--- src/sv/cms_pkg.sv ---
// Shared types and constants of the RGB min-max contrast stretch.
// No dependencies; every other file of the block depends on this package.
package cms_pkg;

  localparam int unsigned ChanW   = 8;
  localparam int unsigned NumChan = 3;
  localparam int unsigned ChIdxW  = 2;
  localparam int unsigned DvdW    = 2 * ChanW;
  localparam int unsigned CfgIdxW = 1;

  localparam logic [ChanW-1:0] ChanFull = {ChanW{1'b1}};
  localparam logic [ChanW-1:0] ChanZero = '0;

  // configuration register indexes
  localparam logic [CfgIdxW-1:0] CfgTargetLow  = 1'd0;
  localparam logic [CfgIdxW-1:0] CfgTargetHigh = 1'd1;

  // input opcodes
  localparam logic OpGather    = 1'b0;
  localparam logic OpTransform = 1'b1;

  localparam logic [ChIdxW-1:0] LastChan = ChIdxW'(NumChan - 1);

  typedef enum logic [2:0] {
    StIdle,
    StMul,
    StDiv,
    StLoad
  } cms_state_e;

  typedef struct packed {
    logic             start;
    logic [DvdW-1:0]  dividend;
    logic [ChanW-1:0] divisor;
  } cms_div_req_t;

  typedef struct packed {
    logic             done;
    logic [ChanW-1:0] quot;
  } cms_div_rsp_t;

endpackage

--- src/sv/cms_if.sv ---
// Valid/ready channel interfaces for pixel items and stretched results.
// Depends on cms_pkg for the channel width.
interface cms_pix_if;
  logic                      valid;
  logic                      ready;
  logic                      opcode;
  logic                      frame_start;
  logic [cms_pkg::ChanW-1:0] red_in;
  logic [cms_pkg::ChanW-1:0] green_in;
  logic [cms_pkg::ChanW-1:0] blue_in;

  modport source (output valid, opcode, frame_start, red_in, green_in, blue_in,
                  input ready);
  modport sink (input valid, opcode, frame_start, red_in, green_in, blue_in,
                output ready);
endinterface

interface cms_res_if;
  logic                      valid;
  logic                      ready;
  logic [cms_pkg::ChanW-1:0] red_out;
  logic [cms_pkg::ChanW-1:0] green_out;
  logic [cms_pkg::ChanW-1:0] blue_out;

  modport source (output valid, red_out, green_out, blue_out, input ready);
  modport sink (input valid, red_out, green_out, blue_out, output ready);
endinterface

--- src/sv/cms_div.sv ---
// Bit-serial restoring divider: unsigned 16-bit dividend by 8-bit divisor.
// Returns the low byte of the quotient. Depends on cms_pkg.
module cms_div (
  input  logic                  clk_i,
  input  logic                  rst_ni,
  input  cms_pkg::cms_div_req_t req_i,
  output cms_pkg::cms_div_rsp_t rsp_o
);
  import cms_pkg::*;

  localparam int unsigned CntW = $clog2(DvdW);

  logic            busy_q;
  logic            done_q;
  logic [CntW-1:0] cnt_q;
  logic [ChanW-1:0] rem_q, rem_d;
  logic [DvdW-1:0]  dvd_q, dvd_d;
  logic [ChanW-1:0] dsr_q;
  logic [ChanW:0]   rem_sh;
  logic [ChanW:0]   rem_sub;
  logic             ge;

  // one quotient bit per cycle, MSB first
  always_comb begin
    rem_sh  = {rem_q, dvd_q[DvdW-1]};
    rem_sub = rem_sh - {1'b0, dsr_q};
    ge      = rem_sh >= {1'b0, dsr_q};
    rem_d   = ge ? rem_sub[ChanW-1:0] : rem_sh[ChanW-1:0];
    dvd_d   = {dvd_q[DvdW-2:0], ge};
  end

  always_ff @(posedge clk_i or negedge rst_ni) begin
    if (!rst_ni) begin
      busy_q <= 1'b0;
      done_q <= 1'b0;
      cnt_q  <= '0;
    end else begin
      done_q <= busy_q && (cnt_q == CntW'(DvdW - 1));
      if (req_i.start) begin
        busy_q <= 1'b1;
        cnt_q  <= '0;
      end else if (busy_q) begin
        cnt_q <= cnt_q + CntW'(1);
        if (cnt_q == CntW'(DvdW - 1)) begin
          busy_q <= 1'b0;
        end
      end
    end
  end

  always_ff @(posedge clk_i) begin
    if (req_i.start) begin
      rem_q <= '0;
      dvd_q <= req_i.dividend;
      dsr_q <= req_i.divisor;
    end else if (busy_q) begin
      rem_q <= rem_d;
      dvd_q <= dvd_d;
    end
  end

  assign rsp_o.done = done_q;
  assign rsp_o.quot = dvd_q[ChanW-1:0];

endmodule

--- src/sv/rgb_min_max_contrast_stretch.sv ---
// Per-channel min-max contrast stretch of RGB pixels; top level.
// Gather item: transferred with no result; ready again next cycle.
// Transform item: per channel a multiply step, 16 divider steps and a finish step, channels
// in turn through one shared divider, then a load step into the result register; the next
// item is taken once the load is done (a flat channel skips the divider; an untaken result
// holds the load). Reset (async, active low): min 255, max 0, targets 0 and 255, no output.
module rgb_min_max_contrast_stretch (
  input  logic                        clk_i,
  input  logic                        rst_ni,
  cms_pix_if.sink                     pix_i,
  cms_res_if.source                   res_o,
  input  logic                        cfg_we_i,
  input  logic [cms_pkg::CfgIdxW-1:0] cfg_idx_i,
  input  logic [cms_pkg::ChanW-1:0]   cfg_data_i
);
  import cms_pkg::*;

  cms_state_e state_q, state_d;

  // per-channel statistics, index 0 red, 1 green, 2 blue
  logic [ChanW-1:0] min_q [NumChan];
  logic [ChanW-1:0] max_q [NumChan];
  logic [ChanW-1:0] pix_q [NumChan];
  logic [ChanW-1:0] res_q [NumChan];
  logic [ChanW-1:0] in_v  [NumChan];

  logic [ChanW-1:0] tgt_lo_q, tgt_hi_q;
  logic [ChIdxW-1:0] ch_q;
  logic             neg_q;

  logic             out_valid_q;
  logic [ChanW-1:0] out_r_q, out_g_q, out_b_q;

  logic in_xfer, out_xfer;
  logic load_out;

  cms_div_req_t div_req;
  cms_div_rsp_t div_rsp;

  // selected channel arithmetic for the multiply step
  logic signed [ChanW:0]     diff_s, span_s, scale_s;
  logic signed [2*ChanW+1:0] prod_s;
  logic [2*ChanW+1:0]        prod_abs;
  logic [ChanW:0]            span_abs;
  logic                      span_zero;
  logic [ChanW-1:0]          quot_fix;

  assign in_v[0] = pix_i.red_in;
  assign in_v[1] = pix_i.green_in;
  assign in_v[2] = pix_i.blue_in;

  assign in_xfer  = pix_i.valid && pix_i.ready;
  assign out_xfer = res_o.valid && res_o.ready;

  always_comb begin
    diff_s    = $signed({1'b0, pix_q[ch_q]}) - $signed({1'b0, min_q[ch_q]});
    span_s    = $signed({1'b0, max_q[ch_q]}) - $signed({1'b0, min_q[ch_q]});
    scale_s   = $signed({1'b0, tgt_hi_q}) - $signed({1'b0, tgt_lo_q});
    prod_s    = (2*ChanW+2)'(diff_s) * (2*ChanW+2)'(scale_s);
    prod_abs  = prod_s[2*ChanW+1] ? (2*ChanW+2)'(-prod_s) : prod_s;
    span_abs  = span_s[ChanW] ? (ChanW+1)'(-span_s) : span_s;
    span_zero = span_s == '0;
    // truncation toward zero: negate the magnitude quotient, keep low byte
    quot_fix  = (neg_q ? (~div_rsp.quot + ChanW'(1)) : div_rsp.quot) + tgt_lo_q;
  end

  // next state
  always_comb begin
    state_d = state_q;
    unique case (state_q)
      StIdle: begin
        if (in_xfer && (pix_i.opcode == OpTransform)) state_d = StMul;
      end
      StMul: begin
        if (span_zero) begin
          state_d = (ch_q == LastChan) ? StLoad : StMul;
        end else begin
          state_d = StDiv;
        end
      end
      StDiv: begin
        if (div_rsp.done) state_d = (ch_q == LastChan) ? StLoad : StMul;
      end
      StLoad: begin
        if (!out_valid_q || res_o.ready) state_d = StIdle;
      end
      default: state_d = StIdle;
    endcase
  end

  // control outputs
  always_comb begin
    pix_i.ready      = 1'b0;
    load_out         = 1'b0;
    div_req.start    = 1'b0;
    div_req.dividend = prod_abs[DvdW-1:0];
    div_req.divisor  = span_abs[ChanW-1:0];
    unique case (state_q)
      StIdle: pix_i.ready   = 1'b1;
      StMul:  div_req.start = !span_zero;
      StDiv:  ;
      StLoad: load_out      = !out_valid_q || res_o.ready;
      default: ;
    endcase
  end

  cms_div u_div (
    .clk_i  (clk_i),
    .rst_ni (rst_ni),
    .req_i  (div_req),
    .rsp_o  (div_rsp)
  );

  // control state, statistics and configuration
  always_ff @(posedge clk_i or negedge rst_ni) begin
    if (!rst_ni) begin
      state_q     <= StIdle;
      ch_q        <= '0;
      out_valid_q <= 1'b0;
      tgt_lo_q    <= ChanZero;
      tgt_hi_q    <= ChanFull;
      for (int i = 0; i < NumChan; i++) begin
        min_q[i] <= ChanFull;
        max_q[i] <= ChanZero;
      end
    end else begin
      state_q <= state_d;

      if (cfg_we_i) begin
        unique case (cfg_idx_i)
          CfgTargetLow:  tgt_lo_q <= cfg_data_i;
          CfgTargetHigh: tgt_hi_q <= cfg_data_i;
          default: ;
        endcase
      end

      // gather: fold the pixel into the running extremes, restart on frame start
      if (in_xfer && (pix_i.opcode == OpGather)) begin
        for (int i = 0; i < NumChan; i++) begin
          if (pix_i.frame_start) begin
            min_q[i] <= in_v[i];
            max_q[i] <= in_v[i];
          end else begin
            if (in_v[i] < min_q[i]) min_q[i] <= in_v[i];
            if (in_v[i] > max_q[i]) max_q[i] <= in_v[i];
          end
        end
      end

      // advance the channel pointer after each finished channel
      if (in_xfer) begin
        ch_q <= '0;
      end else if ((state_q == StMul && span_zero) || (state_q == StDiv && div_rsp.done)) begin
        ch_q <= (ch_q == LastChan) ? '0 : ch_q + ChIdxW'(1);
      end

      if (load_out) begin
        out_valid_q <= 1'b1;
      end else if (out_xfer) begin
        out_valid_q <= 1'b0;
      end
    end
  end

  // payload
  always_ff @(posedge clk_i) begin
    if (in_xfer) begin
      for (int i = 0; i < NumChan; i++) pix_q[i] <= in_v[i];
    end
    if (state_q == StMul) begin
      neg_q <= prod_s[2*ChanW+1] ^ span_s[ChanW];
      if (span_zero) res_q[ch_q] <= pix_q[ch_q];
    end
    if (state_q == StDiv && div_rsp.done) begin
      res_q[ch_q] <= quot_fix;
    end
    if (load_out) begin
      out_r_q <= res_q[0];
      out_g_q <= res_q[1];
      out_b_q <= res_q[2];
    end
  end

  assign res_o.valid     = out_valid_q;
  assign res_o.red_out   = out_r_q;
  assign res_o.green_out = out_g_q;
  assign res_o.blue_out  = out_b_q;

endmodule

--- src/flat_wrapper.sv ---
// flat-port wrapper written by rule: the top's interface ports become plain ports
module rgb_min_max_contrast_stretch_flat import cms_pkg::*;
  (clk_i, rst_ni, cfg_we_i, cfg_idx_i, cfg_data_i, pix_i_valid, pix_i_opcode, pix_i_frame_start, pix_i_red_in, pix_i_green_in, pix_i_blue_in, pix_i_ready, res_o_valid, res_o_red_out, res_o_green_out, res_o_blue_out, res_o_ready);
  cms_pix_if pix_i_i ();
  cms_res_if res_o_i ();
  input  logic clk_i;
  input  logic rst_ni;
  input  logic cfg_we_i;
  input  logic [cms_pkg::CfgIdxW-1:0] cfg_idx_i;
  input  logic [cms_pkg::ChanW-1:0] cfg_data_i;
  input wire logic [$bits(pix_i_i.valid)-1:0] pix_i_valid;
  input wire logic [$bits(pix_i_i.opcode)-1:0] pix_i_opcode;
  input wire logic [$bits(pix_i_i.frame_start)-1:0] pix_i_frame_start;
  input wire logic [$bits(pix_i_i.red_in)-1:0] pix_i_red_in;
  input wire logic [$bits(pix_i_i.green_in)-1:0] pix_i_green_in;
  input wire logic [$bits(pix_i_i.blue_in)-1:0] pix_i_blue_in;
  output wire logic [$bits(pix_i_i.ready)-1:0] pix_i_ready;
  output wire logic [$bits(res_o_i.valid)-1:0] res_o_valid;
  output wire logic [$bits(res_o_i.red_out)-1:0] res_o_red_out;
  output wire logic [$bits(res_o_i.green_out)-1:0] res_o_green_out;
  output wire logic [$bits(res_o_i.blue_out)-1:0] res_o_blue_out;
  input wire logic [$bits(res_o_i.ready)-1:0] res_o_ready;
  assign pix_i_i.valid = pix_i_valid;
  assign pix_i_i.opcode = pix_i_opcode;
  assign pix_i_i.frame_start = pix_i_frame_start;
  assign pix_i_i.red_in = pix_i_red_in;
  assign pix_i_i.green_in = pix_i_green_in;
  assign pix_i_i.blue_in = pix_i_blue_in;
  assign pix_i_ready = pix_i_i.ready;
  assign res_o_valid = res_o_i.valid;
  assign res_o_red_out = res_o_i.red_out;
  assign res_o_green_out = res_o_i.green_out;
  assign res_o_blue_out = res_o_i.blue_out;
  assign res_o_i.ready = res_o_ready;
  rgb_min_max_contrast_stretch u_core (.clk_i(clk_i), .rst_ni(rst_ni), .pix_i(pix_i_i), .res_o(res_o_i), .cfg_we_i(cfg_we_i), .cfg_idx_i(cfg_idx_i), .cfg_data_i(cfg_data_i));
endmodule
--- config.mk ---
export PLATFORM = sky130hd
export DESIGN_NAME = rgb_min_max_contrast_stretch_flat
export DESIGN_NICKNAME = d
export VERILOG_FILES = /design/src/sv/cms_pkg.sv /design/src/sv/cms_if.sv /design/src/sv/cms_div.sv /design/src/sv/rgb_min_max_contrast_stretch.sv /design/src/flat_wrapper.sv
export SDC_FILE = /design/constraint.sdc
export NUM_CORES = 1
export LEC_CHECK = 0
export ABC_CLOCK_PERIOD_IN_PS = 13200
export BUFFER_PORTS_ARGS = -buffer_cell sky130_fd_sc_hd__buf_2
export CAP_MARGIN = 15
export CORE_MARGIN = 8
export CORE_UTILIZATION = 45
export DETAILED_ROUTE_END_ITERATION = 7
export HOLD_SLACK_MARGIN = 0.02
export PLACE_DENSITY = 0.61
export SYNTH_ARGS = -nofsm -noshare
export SYNTH_HDL_FRONTEND = slang
export SYNTH_SLANG_ARGS = --single-unit
--- constraint.sdc ---
create_clock -name clk_i -period 13.2 [get_ports clk_i]
set_input_delay 1.98 -clock clk_i [delete_from_list [all_inputs] [get_ports clk_i]]
set_output_delay 1.98 -clock clk_i [all_outputs]
set_load 0.03 [all_outputs]
* Yosys cells after proc, flatten, opt, wreduce, memory -nomap -nowiden
Memories as Yosys holds them, arrays and structs flattened. A register that Yosys moved wholly into a read port is not among the register bits. Cells that the tools add are included.
Word-level totals: output and inout bits 26, bits in registers 109, memories kept 2, word-level logic and storage cells 135, RAM bits 48
Memories:
- u_core.pix_q | depth 3, bits a word 8, rd ports 1, clocked after Yosys merged registers in 0, wr ports 3, line rgb_min_max_contrast_stretch.sv:23 | logic [ChanW-1:0] pix_q [NumChan];
- u_core.res_q | depth 3, bits a word 8, rd ports 3, clocked after Yosys merged registers in 3, wr ports 1, line rgb_min_max_contrast_stretch.sv:24 | logic [ChanW-1:0] res_q [NumChan];
Cells by class: $mul 1, equal/unequal tests 8, add/sub/neg operators 10, magnitude comparators 8, reductions and logical operators 31, multiplexer cells 51, bitwise logic cells 6
Operators by type and width (number):
- two-way mux 8 bit | 20
- two-way mux 16 bit | 3
- binary-select mux 8 bit (select 2 bit) | 2
- subtractor 8 x 8 -> 9 bit | 3
- greater-than comparator 8 bit | 3
- less-than comparator 8 bit | 3
- multiplier 9 x 9 -> 18 bit | 1
- nonzero test 2 bit | 9
- negation 16 bit | 1
- AND reduction 2 bit | 8
- two-way mux 1 bit | 15
- two-way mux 3 bit | 4
- case mux 3 bit (4 select lines) | 1
- greater-or-equal comparator 9 x 8 -> 1 bit | 1
- logical NOT 9 bit | 1
- adder 8 x 1 -> 8 bit, second input constant | 1
- adder 8 bit | 1
- two-way mux 2 bit | 4
- two-way mux 4 bit | 2
- negation 8 bit | 1
- inverter 8 bit | 1
- subtractor 8 bit | 1
- logical AND 1 bit | 7
- equality test 3 x 2 -> 1 bit, second input constant | 2
- 16 further kinds | 20

* Longest topological paths before layout
Gate-level depths: netlist of run 1.
depth after elaboration 10, depth in mapped cells 35, depth with buffers taken out 31

* By module
From an unflattened synthesis of run 1, not the netlist that was laid out.
Second synthesis, totals: cell total of the unflattened synthesis 1269, area, all modules 13604.3 um^2
Modules (own cells, without submodules):
- rgb_min_max_contrast_stretch | instances 1, cells an instance 1086, area each 11548.6 um^2
- cms_div | instances 1, cells an instance 183, area each 2055.7 um^2

* Worst setup path before layout of run 1
Ideal clock, no wire load.
path type register to register, start register u_core.ch_q[0], end register u_core.u_div.dvd_q[14] (data pin), library setup time 0.135 ns, data arrival time 9.129 ns, cell stages (with the launch flop) 35, path slack 3.936 ns, required time 13.065 ns, buffers on the path 5, cells stage by stage dfrtp_1 > clkbuf_1 > clkbuf_1 > clkbuf_1 > mux2i_1 > o21ai_0 > ha_1 > inv_1 > fa_1 > a21o_1 > a21oi_1 > o21bai_1 > a21oi_1 > o21bai_1 > a21oi_1 > nand2b_1 > fa_1 > inv_1 > fa_1 > fa_1 > fa_1 > inv_1 > fa_1 > inv_1 > ha_1 > o21a_2 > o31a_2 > nor2_1 > o311a_1 > or4_4 > buf_6 > and2_4 > buf_6 > or4b_1 > nand3_1
On the way: word-level cells in the longest chain between the ends 9, elaborated cells on any way between the ends 17, classes of those cells 3 x add/sub; 1 x mul; 9 x mux; 1 x bitwise; 2 x reduce/logical; 1 x memory
RTL lines:
- start: declaration | line rgb_min_max_contrast_stretch.sv:28 | logic [ChIdxW-1:0] ch_q;
- start signal: assignment | line rgb_min_max_contrast_stretch.sv:154 | ch_q <= (ch_q == LastChan) ? '0 : ch_q + ChIdxW'(1);
- inverter 2 -> 3 bit (implied by the code) | line rgb_min_max_contrast_stretch.sv:56, rgb_min_max_contrast_stretch.sv:57
- binary-select mux 8 bit (select 2 bit) (on tied branches) | line rgb_min_max_contrast_stretch.sv:56, rgb_min_max_contrast_stretch.sv:57
- two-way mux 8 bit (on tied branches) (2 in a row) | line rgb_min_max_contrast_stretch.sv:56, rgb_min_max_contrast_stretch.sv:57
- subtractor 8 x 8 -> 9 bit (on tied branches) | line rgb_min_max_contrast_stretch.sv:56, rgb_min_max_contrast_stretch.sv:57
- multiplier 9 x 9 -> 18 bit or logical NOT 9 bit (tied branches) | line rgb_min_max_contrast_stretch.sv:59, rgb_min_max_contrast_stretch.sv:62
- negation 16 bit or logical NOT 1 bit (tied branches) | line rgb_min_max_contrast_stretch.sv:60, rgb_min_max_contrast_stretch.sv:100
- two-way mux 16 bit or two-way mux 1 bit (tied branches) | line rgb_min_max_contrast_stretch.sv:60, rgb_min_max_contrast_stretch.sv:98
- two-way mux 16 bit (*) | line cms_div.sv:52 | if (req_i.start) begin
- end signal: assignment | line cms_div.sv:54 | dvd_q <= req_i.dividend;
- end signal: assignment | line cms_div.sv:58 | dvd_q <= dvd_d;
- end: declaration | line cms_div.sv:17 | logic [DvdW-1:0] dvd_q, dvd_d;
Every way passes the cells marked *; elsewhere a longest branch is shown, timed or not. The select of a mux whose other input is x is not followed. A chain may end at the register's enable or synchronous reset.

* Final worst setup path of run 1
start register u_core.ch_q[1], end register u_core.u_div.dvd_q[6] (data pin)
The elaborated chain is that of the path after synthesis.

==> results of run 1 <==
-- through the flow --
stage	util, %	setup WS (ns)	area, sq um
CTS	50.7	3.63	14600
detailed placement	48.4	3.68	13900
global placement	48.4	3.91	13900
global route	50.7	2.94	14600
finish	50.7	3.54	14600
floorplan	-	3.94	13200
-- cell families (layout without fill, tap and decap cells) --
family                     count (synthesis)  in the layout  synth area share, %
and+or+nand+nor                          290            290                 10.6
AOI/OAI and AO/OA                        215            215                 10.3
adders and majority gates                201            201                 23.4
DFF                                      180            180                 37.9
buffers and inverters                    176            258                 5.16
muxes                                     98             98                 8.05
xor gates and xnor gates                  70             70                 4.65
-- per-layer routing --
layer  track usage (%)  vias up  part of all wire [%]
met2              26.6      192                    47
met1              24.3     4353                    49
met5                 0        -                     0
li1                  -     4374                     -
met4              3.02        0                  0.82
met3              2.89       19                   4.0
-- cell type report --
type                            count  area (sq um)  share of cell area, %
Multi-Input combinational cell    874          7520                   51.5
Sequential cell                   180          4990                   34.2
Inverter                          153           574                   3.94
Tap cell                          384           480                   3.29
Clock buffer                       17           425                   2.92
Timing Repair Buffer               73           395                   2.71
Clock inverter                     15           211                   1.45
-- registers in the layout (all words and copies together), names as in the netlist, 2 cells and up --
register	flops
u_core.max_q	24
u_core.min_q	24
u_core.pix_q	24
u_core.res_q	24
u_core.u_div.dvd_q	16
res_o_blue_out	8
res_o_green_out	8
res_o_red_out	8
u_core.tgt_hi_q	8
u_core.tgt_lo_q	8
u_core.u_div.dsr_q	8
u_core.u_div.rem_q	8
u_core.u_div.cnt_q	4
u_core.ch_q	2
u_core.state_q	2
-- cell usage after synthesis (32+ instances only) --
cell type and number:
a21o_1 33, a21oi_1 57, dfrtp_1 43, dfstp_2 32
edfxtp_1 97, fa_1 75, ha_1 126, inv_1 153
mux2_2 64, mux2i_1 34, nand2_1 71, nor2_1 93
o21ai_0 50, xnor2_1 49
-- worst register-to-register path, delay by kind of cell, from the launching register on --
family	cells	cell delay (ns)
buf+inv	4	0.21
compound gates	12	3.10
fa+ha+maj	8	3.61
xor+xnor	1	0.16
simple gates	4	1.04
mux	1	0.26
flops	1	1.03
-- final timing paths --
kind                            cells past startpoint               endpoint               start  slack, ns
worst max-delay path                               30  u_core.u_div.dvd_q[6]      u_core.ch_q[1]       3.54
worst min-delay path                                0     res_o_green_out[5]  u_core.res_q[1][5]       0.41
worst max register to register                     30  u_core.u_div.dvd_q[6]      u_core.ch_q[1]       3.54
worst min register to register                      0     res_o_green_out[5]  u_core.res_q[1][5]       0.41
max in group asynchronous                           2     u_core.tgt_lo_q[4]              rst_ni      10.75
min in group asynchronous                           1     u_core.res_o.valid              rst_ni       1.42
==> run metrics, run 1 <==
required time reported for the critical path endpoint=13.38 ns; vias in the first global route=9,008; Final Hold Viols=0; placer's final routability congestion estimate=0.882; Worst Path Buf+Inv=4; I/O pin count=66; final worst hold slack=0.414 ns; fin cells=1,696; pin slew with the least headroom to its limit=1.04 ns; DRT Pass-1 Iters=5; area inside the core boundary=28,800 sq um; post-detailed-route via-to-cell ratio=5.27; leading cell type in the layout, fill and taps excluded=inv_1; final setup violating endpoints=0; initial core utilization=45.8%; number of resized instances in the post-cts repair step=0; number of placed cells counting well taps=1,663; kind of end point of the critical path=flip-flop; most frequently used flop master after synthesis=edfxtp_1; kind of critical path=flip-flop to flip-flop; top cell type by total area after synthesis=edfxtp_1; Vert. Die Dim=187 um; Post-layout nets=1,540; max-capacitance violation count=0; dominant cells by area after synthesis=edfxtp_1 22%, ha_1 12%, fa_1 11%, dfrtp_1 8.2%, dfstp_2 6.4%; minimum clock period=9.66 ns; total number of vias=8,938; CTS tree=done; CP top delay family=adder cells; synthesized area=13,200 sq um; drt drc=0; Post-CTS Setup Inserts=0; pin count of the biggest net entering global routing=56; final antenna diode count=0; TNS Setup=0 ns; average cell area after synthesis=10.7 sq um; most used cells in the layout excluding fill and tap cells=153 x inv_1, 126 x ha_1, 97 x edfxtp_1, 92 x nor2_1, 75 x fa_1; run status=finished, final reports clean; achievable frequency=0.104 GHz; Arrival @ worst endpoint=9.84 ns; relative slew slack=30.9%; Die Footprint=35,000 sq um; clock root cell=clkbuf_16; antenna violations before repair=0; Final ANT Viol Nets=0; classification of the worst-slack hold path=flip-flop to flip-flop; synth unique cells=64; GRT Resource Usage Total=16.9%; TritonCTS buffer count=17; clock edge transition at the registers on the reported setup and hold paths=0.09 ns; EDFF count, synth=97; Yosys top cell area share=22.1%; wire length of the first global-routing pass=48,100 um; maximum fanout count along the critical path=37; number of violations reported at the end of detailed-routing iteration 0=555; most used cell along the critical path=fa_1; hold buffer count at CTS=0; register bit count reported by yosys=180; async set or reset register ratio after synthesis=41.7%; fraction of layout cells with a size suffix above 1=16.6%; Period Utilization, post-route=73.2%; cell with the biggest individual delay on the critical path=dfrtp_1; num rows=62; RSZ-0062 raised after global routing=no; Final Routed Wirelength=28,800 um; post-DR wirelength/cell=17.0 um; width of the chip=187 um; Clock Sinks=180; GR Overflow Total=0; count of H-tree levels built during CTS=4; fin. max-slew vios=0; number of fill cells in the layout=2,607; area added between synthesis and finish=10.8%; half-perimeter wire length after placement=22,800 um; final worst clock skew=0.0288 ns; number of buffers between clock root and the deepest sink=2; total of warnings raised by yosys=0; peak per-stage delay on the critical path=1.03 ns; Clock Latency Late Sink=0.45 ns; sequential area share after synthesis=37.9%; I/O Buffers=65; Post-Synthesis Net Count=1,471; crit path launch type=flip-flop; gate count of the mapped netlist=1,230
Power of run 1 is left out: the tool's default activity adds up to more than one toggle a clock period on the data nets, which glitch-free logic cannot reach.
==> inputs of run 2 (changes only) <==
ABC_CLOCK_PERIOD_IN_PS = 9700   (was 13200)
clock period = 9.7 ns   (was 13.2 ns; I/O delays follow)
==> run 2 against run 1 <==
Against the previous run:
- cell count barely moved
- critical path depth did not move
- worst setup slack got worse by 2.8 ns
- final area barely moved
- critical endpoint is now u_core.u_div.dvd_q[14]
- highest routed layer unchanged
==> run metrics, run 2 (synthesis results as in run 1) <==
Vert. Die Dim=187 um; vias in the first global route=8,986; final worst clock skew=0.0198 ns; most used cells in the layout excluding fill and tap cells=153 x inv_1, 126 x ha_1, 97 x edfxtp_1, 92 x nor2_1, 75 x fa_1; Final ANT Viol Nets=0; I/O pin count=66; final setup violating endpoints=0; Final Hold Viols=0; max-capacitance violation count=0; Hold Crit Endpoint=res_o_green_out[2]; num rows=62; initial core utilization=45.8%; reg-to-reg endpoint=u_core.u_div.dvd_q[14]; peak per-stage delay on the critical path=0.62 ns; Clock Sinks=180; Clock Latency Late Sink=0.44 ns; final antenna diode count=0; hold depth=0; post-detailed-route via-to-cell ratio=5.20; hold wc startpoint=u_core.res_q[1][2]; Die Footprint=35,000 sq um; run status=finished, final reports clean; leading cell type in the layout, fill and taps excluded=inv_1; Post-CTS Setup Inserts=0; fraction of layout cells with a size suffix above 1=16.7%; GR Overflow Total=0; achievable frequency=0.111 GHz; TritonCTS buffer count=17; pin slew with the least headroom to its limit=0.965 ns; half-perimeter wire length after placement=22,800 um; TNS Setup=0 ns; required time reported for the critical path endpoint=10.00 ns; clock edge transition at the registers on the reported setup and hold paths=0.07 ns; number of resized instances in the post-cts repair step=0; GRT Resource Usage Total=16.7%; r2r setup slk=0.73 ns; kind of critical path=flip-flop to flip-flop; Final Routed Wirelength=28,600 um; hold buffer count at CTS=0; kind of end point of the critical path=flip-flop; antenna violations before repair=0; pin count of the biggest net entering global routing=72; clock root cell=clkbuf_16; area added between synthesis and finish=10.9%; width of the chip=187 um; Arrival @ worst endpoint=9.28 ns; worst r2r src=u_core.ch_q[0]; classification of the worst-slack hold path=flip-flop to flip-flop; drt drc=0; total number of vias=8,824; RSZ-0062 raised after global routing=no; number of buffers between clock root and the deepest sink=2; area inside the core boundary=28,800 sq um; crit path launch type=flip-flop; fin. max-slew vios=0; wire length of the first global-routing pass=47,500 um; share of the core filled with cells in the final layout=50.8%; maximum fanout count along the critical path=10; cell with the biggest individual delay on the critical path=or4_4; CTS tree=done; Post-layout nets=1,541; placer's final routability congestion estimate=0.859; number of fill cells in the layout=2,608; cell count of the worst reg-to-reg path=30; most used cell along the critical path=fa_1; number of violations reported at the end of detailed-routing iteration 0=478; DRT Pass-1 Iters=5; I/O Buffers=65; minimum clock period=8.97 ns; count of H-tree levels built during CTS=4; post-DR wirelength/cell=16.8 um; relative slew slack=35.2%; Period Utilization, post-route=92.5%
==> run 2: cell types whose count changed in the layout (fill, tap and decap cells not counted) <==
cell,before,now
inv_12,5,0
clkinv_8,5,3
clkinv_2,0,1
bufinv_16,0,3
clkinv_4,1,2
buf_4,8,9
clkinvlp_4,0,1
inv_6,2,3
==> run 2: how the worst max path moves through the flow <==
| stage | slack (ns) | startpoint | to |
|---|---|---|---|
| finish | 0.73 | u_core.ch_q[0] | u_core.u_div.dvd_q[14] |
| global route | 0.19 | u_core.ch_q[0] | u_core.u_div.dvd_q[6] |
| CTS | 0.73 | u_core.ch_q[0] | u_core.u_div.dvd_q[14] |
| detailed placement | 0.75 | u_core.ch_q[0] | u_core.u_div.dvd_q[14] |
| global placement | 0.95 | u_core.ch_q[0] | u_core.u_div.dvd_q[14] |
| floorplan | 0.44 | u_core.ch_q[0] | u_core.u_div.dvd_q[14] |
==> run 2: final cells by class <==
cell class	instances	area, sq um	share of cell area, %
clock buffer	17	425	2.91
clock inverter	15	218	1.49
inverter	153	574	3.93
multi-input combinational	874	7520	51.5
sequential	180	4990	34.2
tap	384	480	3.29
timing repair buffer	74	403	2.76
==> run 2: routing by layer <==
metal,wire length (um),part of all wire (%),vias up,global-route usage (%)
li1,-,-,4372,-
met1,13900,49,4258,23.9
met2,13000,45,171,25.9
met3,1370,4.8,23,3.39
met4,324,1.1,0,3.42
met5,0,0,-,0
==> run 2: critical path: cells and delay by family, from the launching register on <==
kind / cells / cell delay [ns]
flip-flops: 1 / 0.46
AND/OR/NAND/NOR: 8 / 2.43
adder cells (fa/ha/maj): 8 / 3.56
buffers and inverters: 4 / 0.20
AO/OA/AOI/OAI: 10 / 2.20
==> run 2: stage by stage <==
step	setup slack (ns)	std cells	instance area [sq um]	hold WS (ns)
after detailed placement	0.746	1664	13900	0.405
after global routing	0.186	1697	14600	0.429
after floorplan	0.436	1230	13200	0.400
after CTS	0.725	1696	14600	0.423
after global placement	0.948	1664	13900	0.401
final	0.726	1697	14600	0.421
Power of run 2 is left out for the same reason.
==> inputs of run 3 (changes only) <==
CORE_UTILIZATION = 60   (was 45)
PLACE_DENSITY = 0.77   (was 0.61)
==> run 3 against run 2 <==
Against the previous run:
- non-clock buffer count fell by 3
- fmax fell by 0.10%
- core utilization rose by 16 points
- worst setup slack got worse by 0.0094 ns
- critical endpoint is now u_core.u_div.dvd_q[6]
- hold slack improved by 0.0011 ns
- clock-buffer cell count did not move
- register-to-register slack barely moved
- via count rose by 3.9%
- critical path type unchanged
- final area fell by 1.2%
- sequential share of layout area rose by 0.41 points
- cell count fell by 6.3%
==> run metrics, run 3 (synthesis results as in run 1) <==
r2r setup slk=0.72 ns; Final ANT Viol Nets=0; num rows=54; number of violations reported at the end of detailed-routing iteration 0=666; GRT Resource Usage Total=21.9%; area added between synthesis and finish=9.55%; DRT Pass-1 Iters=5; number of resized instances in the post-cts repair step=0; Post-CTS Setup Inserts=0; Post-layout nets=1,538; Period Utilization, post-route=92.6%; total number of vias=9,168; Clock Latency Late Sink=0.44 ns; wire length of the first global-routing pass=46,800 um; RSZ-0062 raised after global routing=no; TNS Setup=0 ns; area inside the core boundary=21,700 sq um; initial core utilization=60.7%; fraction of layout cells with a size suffix above 1=16.5%; maximum fanout count along the critical path=10; hold buffer count at CTS=0; drt drc=0; post-detailed-route via-to-cell ratio=5.77; post-DR wirelength/cell=17.9 um; I/O Buffers=65; number of buffers between clock root and the deepest sink=2; final worst clock skew=0.0170 ns; most used cells in the layout excluding fill and tap cells=153 x inv_1, 126 x ha_1, 97 x edfxtp_1, 92 x nor2_1, 75 x fa_1; final setup violating endpoints=0; peak per-stage delay on the critical path=0.66 ns; required time reported for the critical path endpoint=9.88 ns; antenna violations before repair=0; CP top delay family=adder cells; kind of end point of the critical path=flip-flop; relative slew slack=24.9%; cell with the biggest individual delay on the critical path=o31ai_2; max-capacitance violation count=0; width of the chip=164 um; final antenna diode count=0; classification of the worst-slack hold path=flip-flop to flip-flop; Die Footprint=27,000 sq um; vias in the first global route=9,179; run status=finished, final reports clean; pin slew with the least headroom to its limit=1.13 ns; GR Overflow Total=0; TritonCTS buffer count=17; share of the core filled with cells in the final layout=66.5%; Worst Path Buf+Inv=4; leading cell type in the layout, fill and taps excluded=inv_1; Vert. Die Dim=164 um; I/O pin count=66; Final Hold Viols=0; CTS tree=done; achievable frequency=0.111 GHz; Clock Sinks=180; kind of critical path=flip-flop to flip-flop; clock edge transition at the registers on the reported setup and hold paths=0.08 ns; half-perimeter wire length after placement=21,800 um; clock root cell=clkbuf_16; Final Routed Wirelength=28,500 um; crit path launch type=flip-flop; Placement Setup Slack=0.816 ns; count of H-tree levels built during CTS=4; most used cell along the critical path=fa_1; placer's final routability congestion estimate=0.890; fin. max-slew vios=0; pin count of the biggest net entering global routing=76; Arrival @ worst endpoint=9.16 ns; least setup slack across all paths after layout=0.717 ns; minimum clock period=8.98 ns
==> run 3: worst register-to-register path, delay by kind of cell, from the launching register on <==
family / cells / cell delay, ns
compound gates: 12 / 3.04
simple gates: 4 / 1.01
xor+xnor: 1 / 0.16
mux: 1 / 0.26
flops: 1 / 0.47
fa+ha+maj: 8 / 3.59
buf+inv: 4 / 0.20
==> run 3: layout make-up <==
type                    count  area, sq um
clock inverters            15          196
repair buffers             71          380
flip-flops and latches    180         4990
clock buffers              17          425
fillers                  1628         7260
well taps                 280          350
multi-input cells         874         7520
inverters                 153          574
==> run 3: through the flow <==
step / cells / instance area, sq um / hold WS, ns
floorplan: 1230 / 13200 / 0.400
global placement: 1556 / 13800 / 0.402
detailed placement: 1556 / 13800 / 0.405
CTS: 1588 / 14400 / 0.423
global route: 1590 / 14400 / 0.424
finish: 1590 / 14400 / 0.422
==> run 3: per-layer routing <==
metal  wire (um)  vias up  global-route usage, %
met1       12900     4500                   30.4
met4         406        0                   5.41
li1            -     4376                      -
met3        1550       30                   3.41
met5           0        -                      0
met2       13600      262                   35.5
==> run 3: path summary, 6_finish.rpt <==
kind	end	cells past startpoint	from
hold reg to reg	res_o_green_out[7]	0	u_core.res_q[1][7]
setup reg to reg	u_core.u_div.dvd_q[6]	30	u_core.ch_q[0]
max in group asynchronous	u_core.max_q[4]	1	rst_ni
hold / removal	res_o_green_out[7]	0	u_core.res_q[1][7]
min in group asynchronous	u_core.u_div.cnt_q[1]	1	rst_ni
setup / recovery	u_core.u_div.dvd_q[6]	30	u_core.ch_q[0]
Power of run 3 is left out for the same reason.
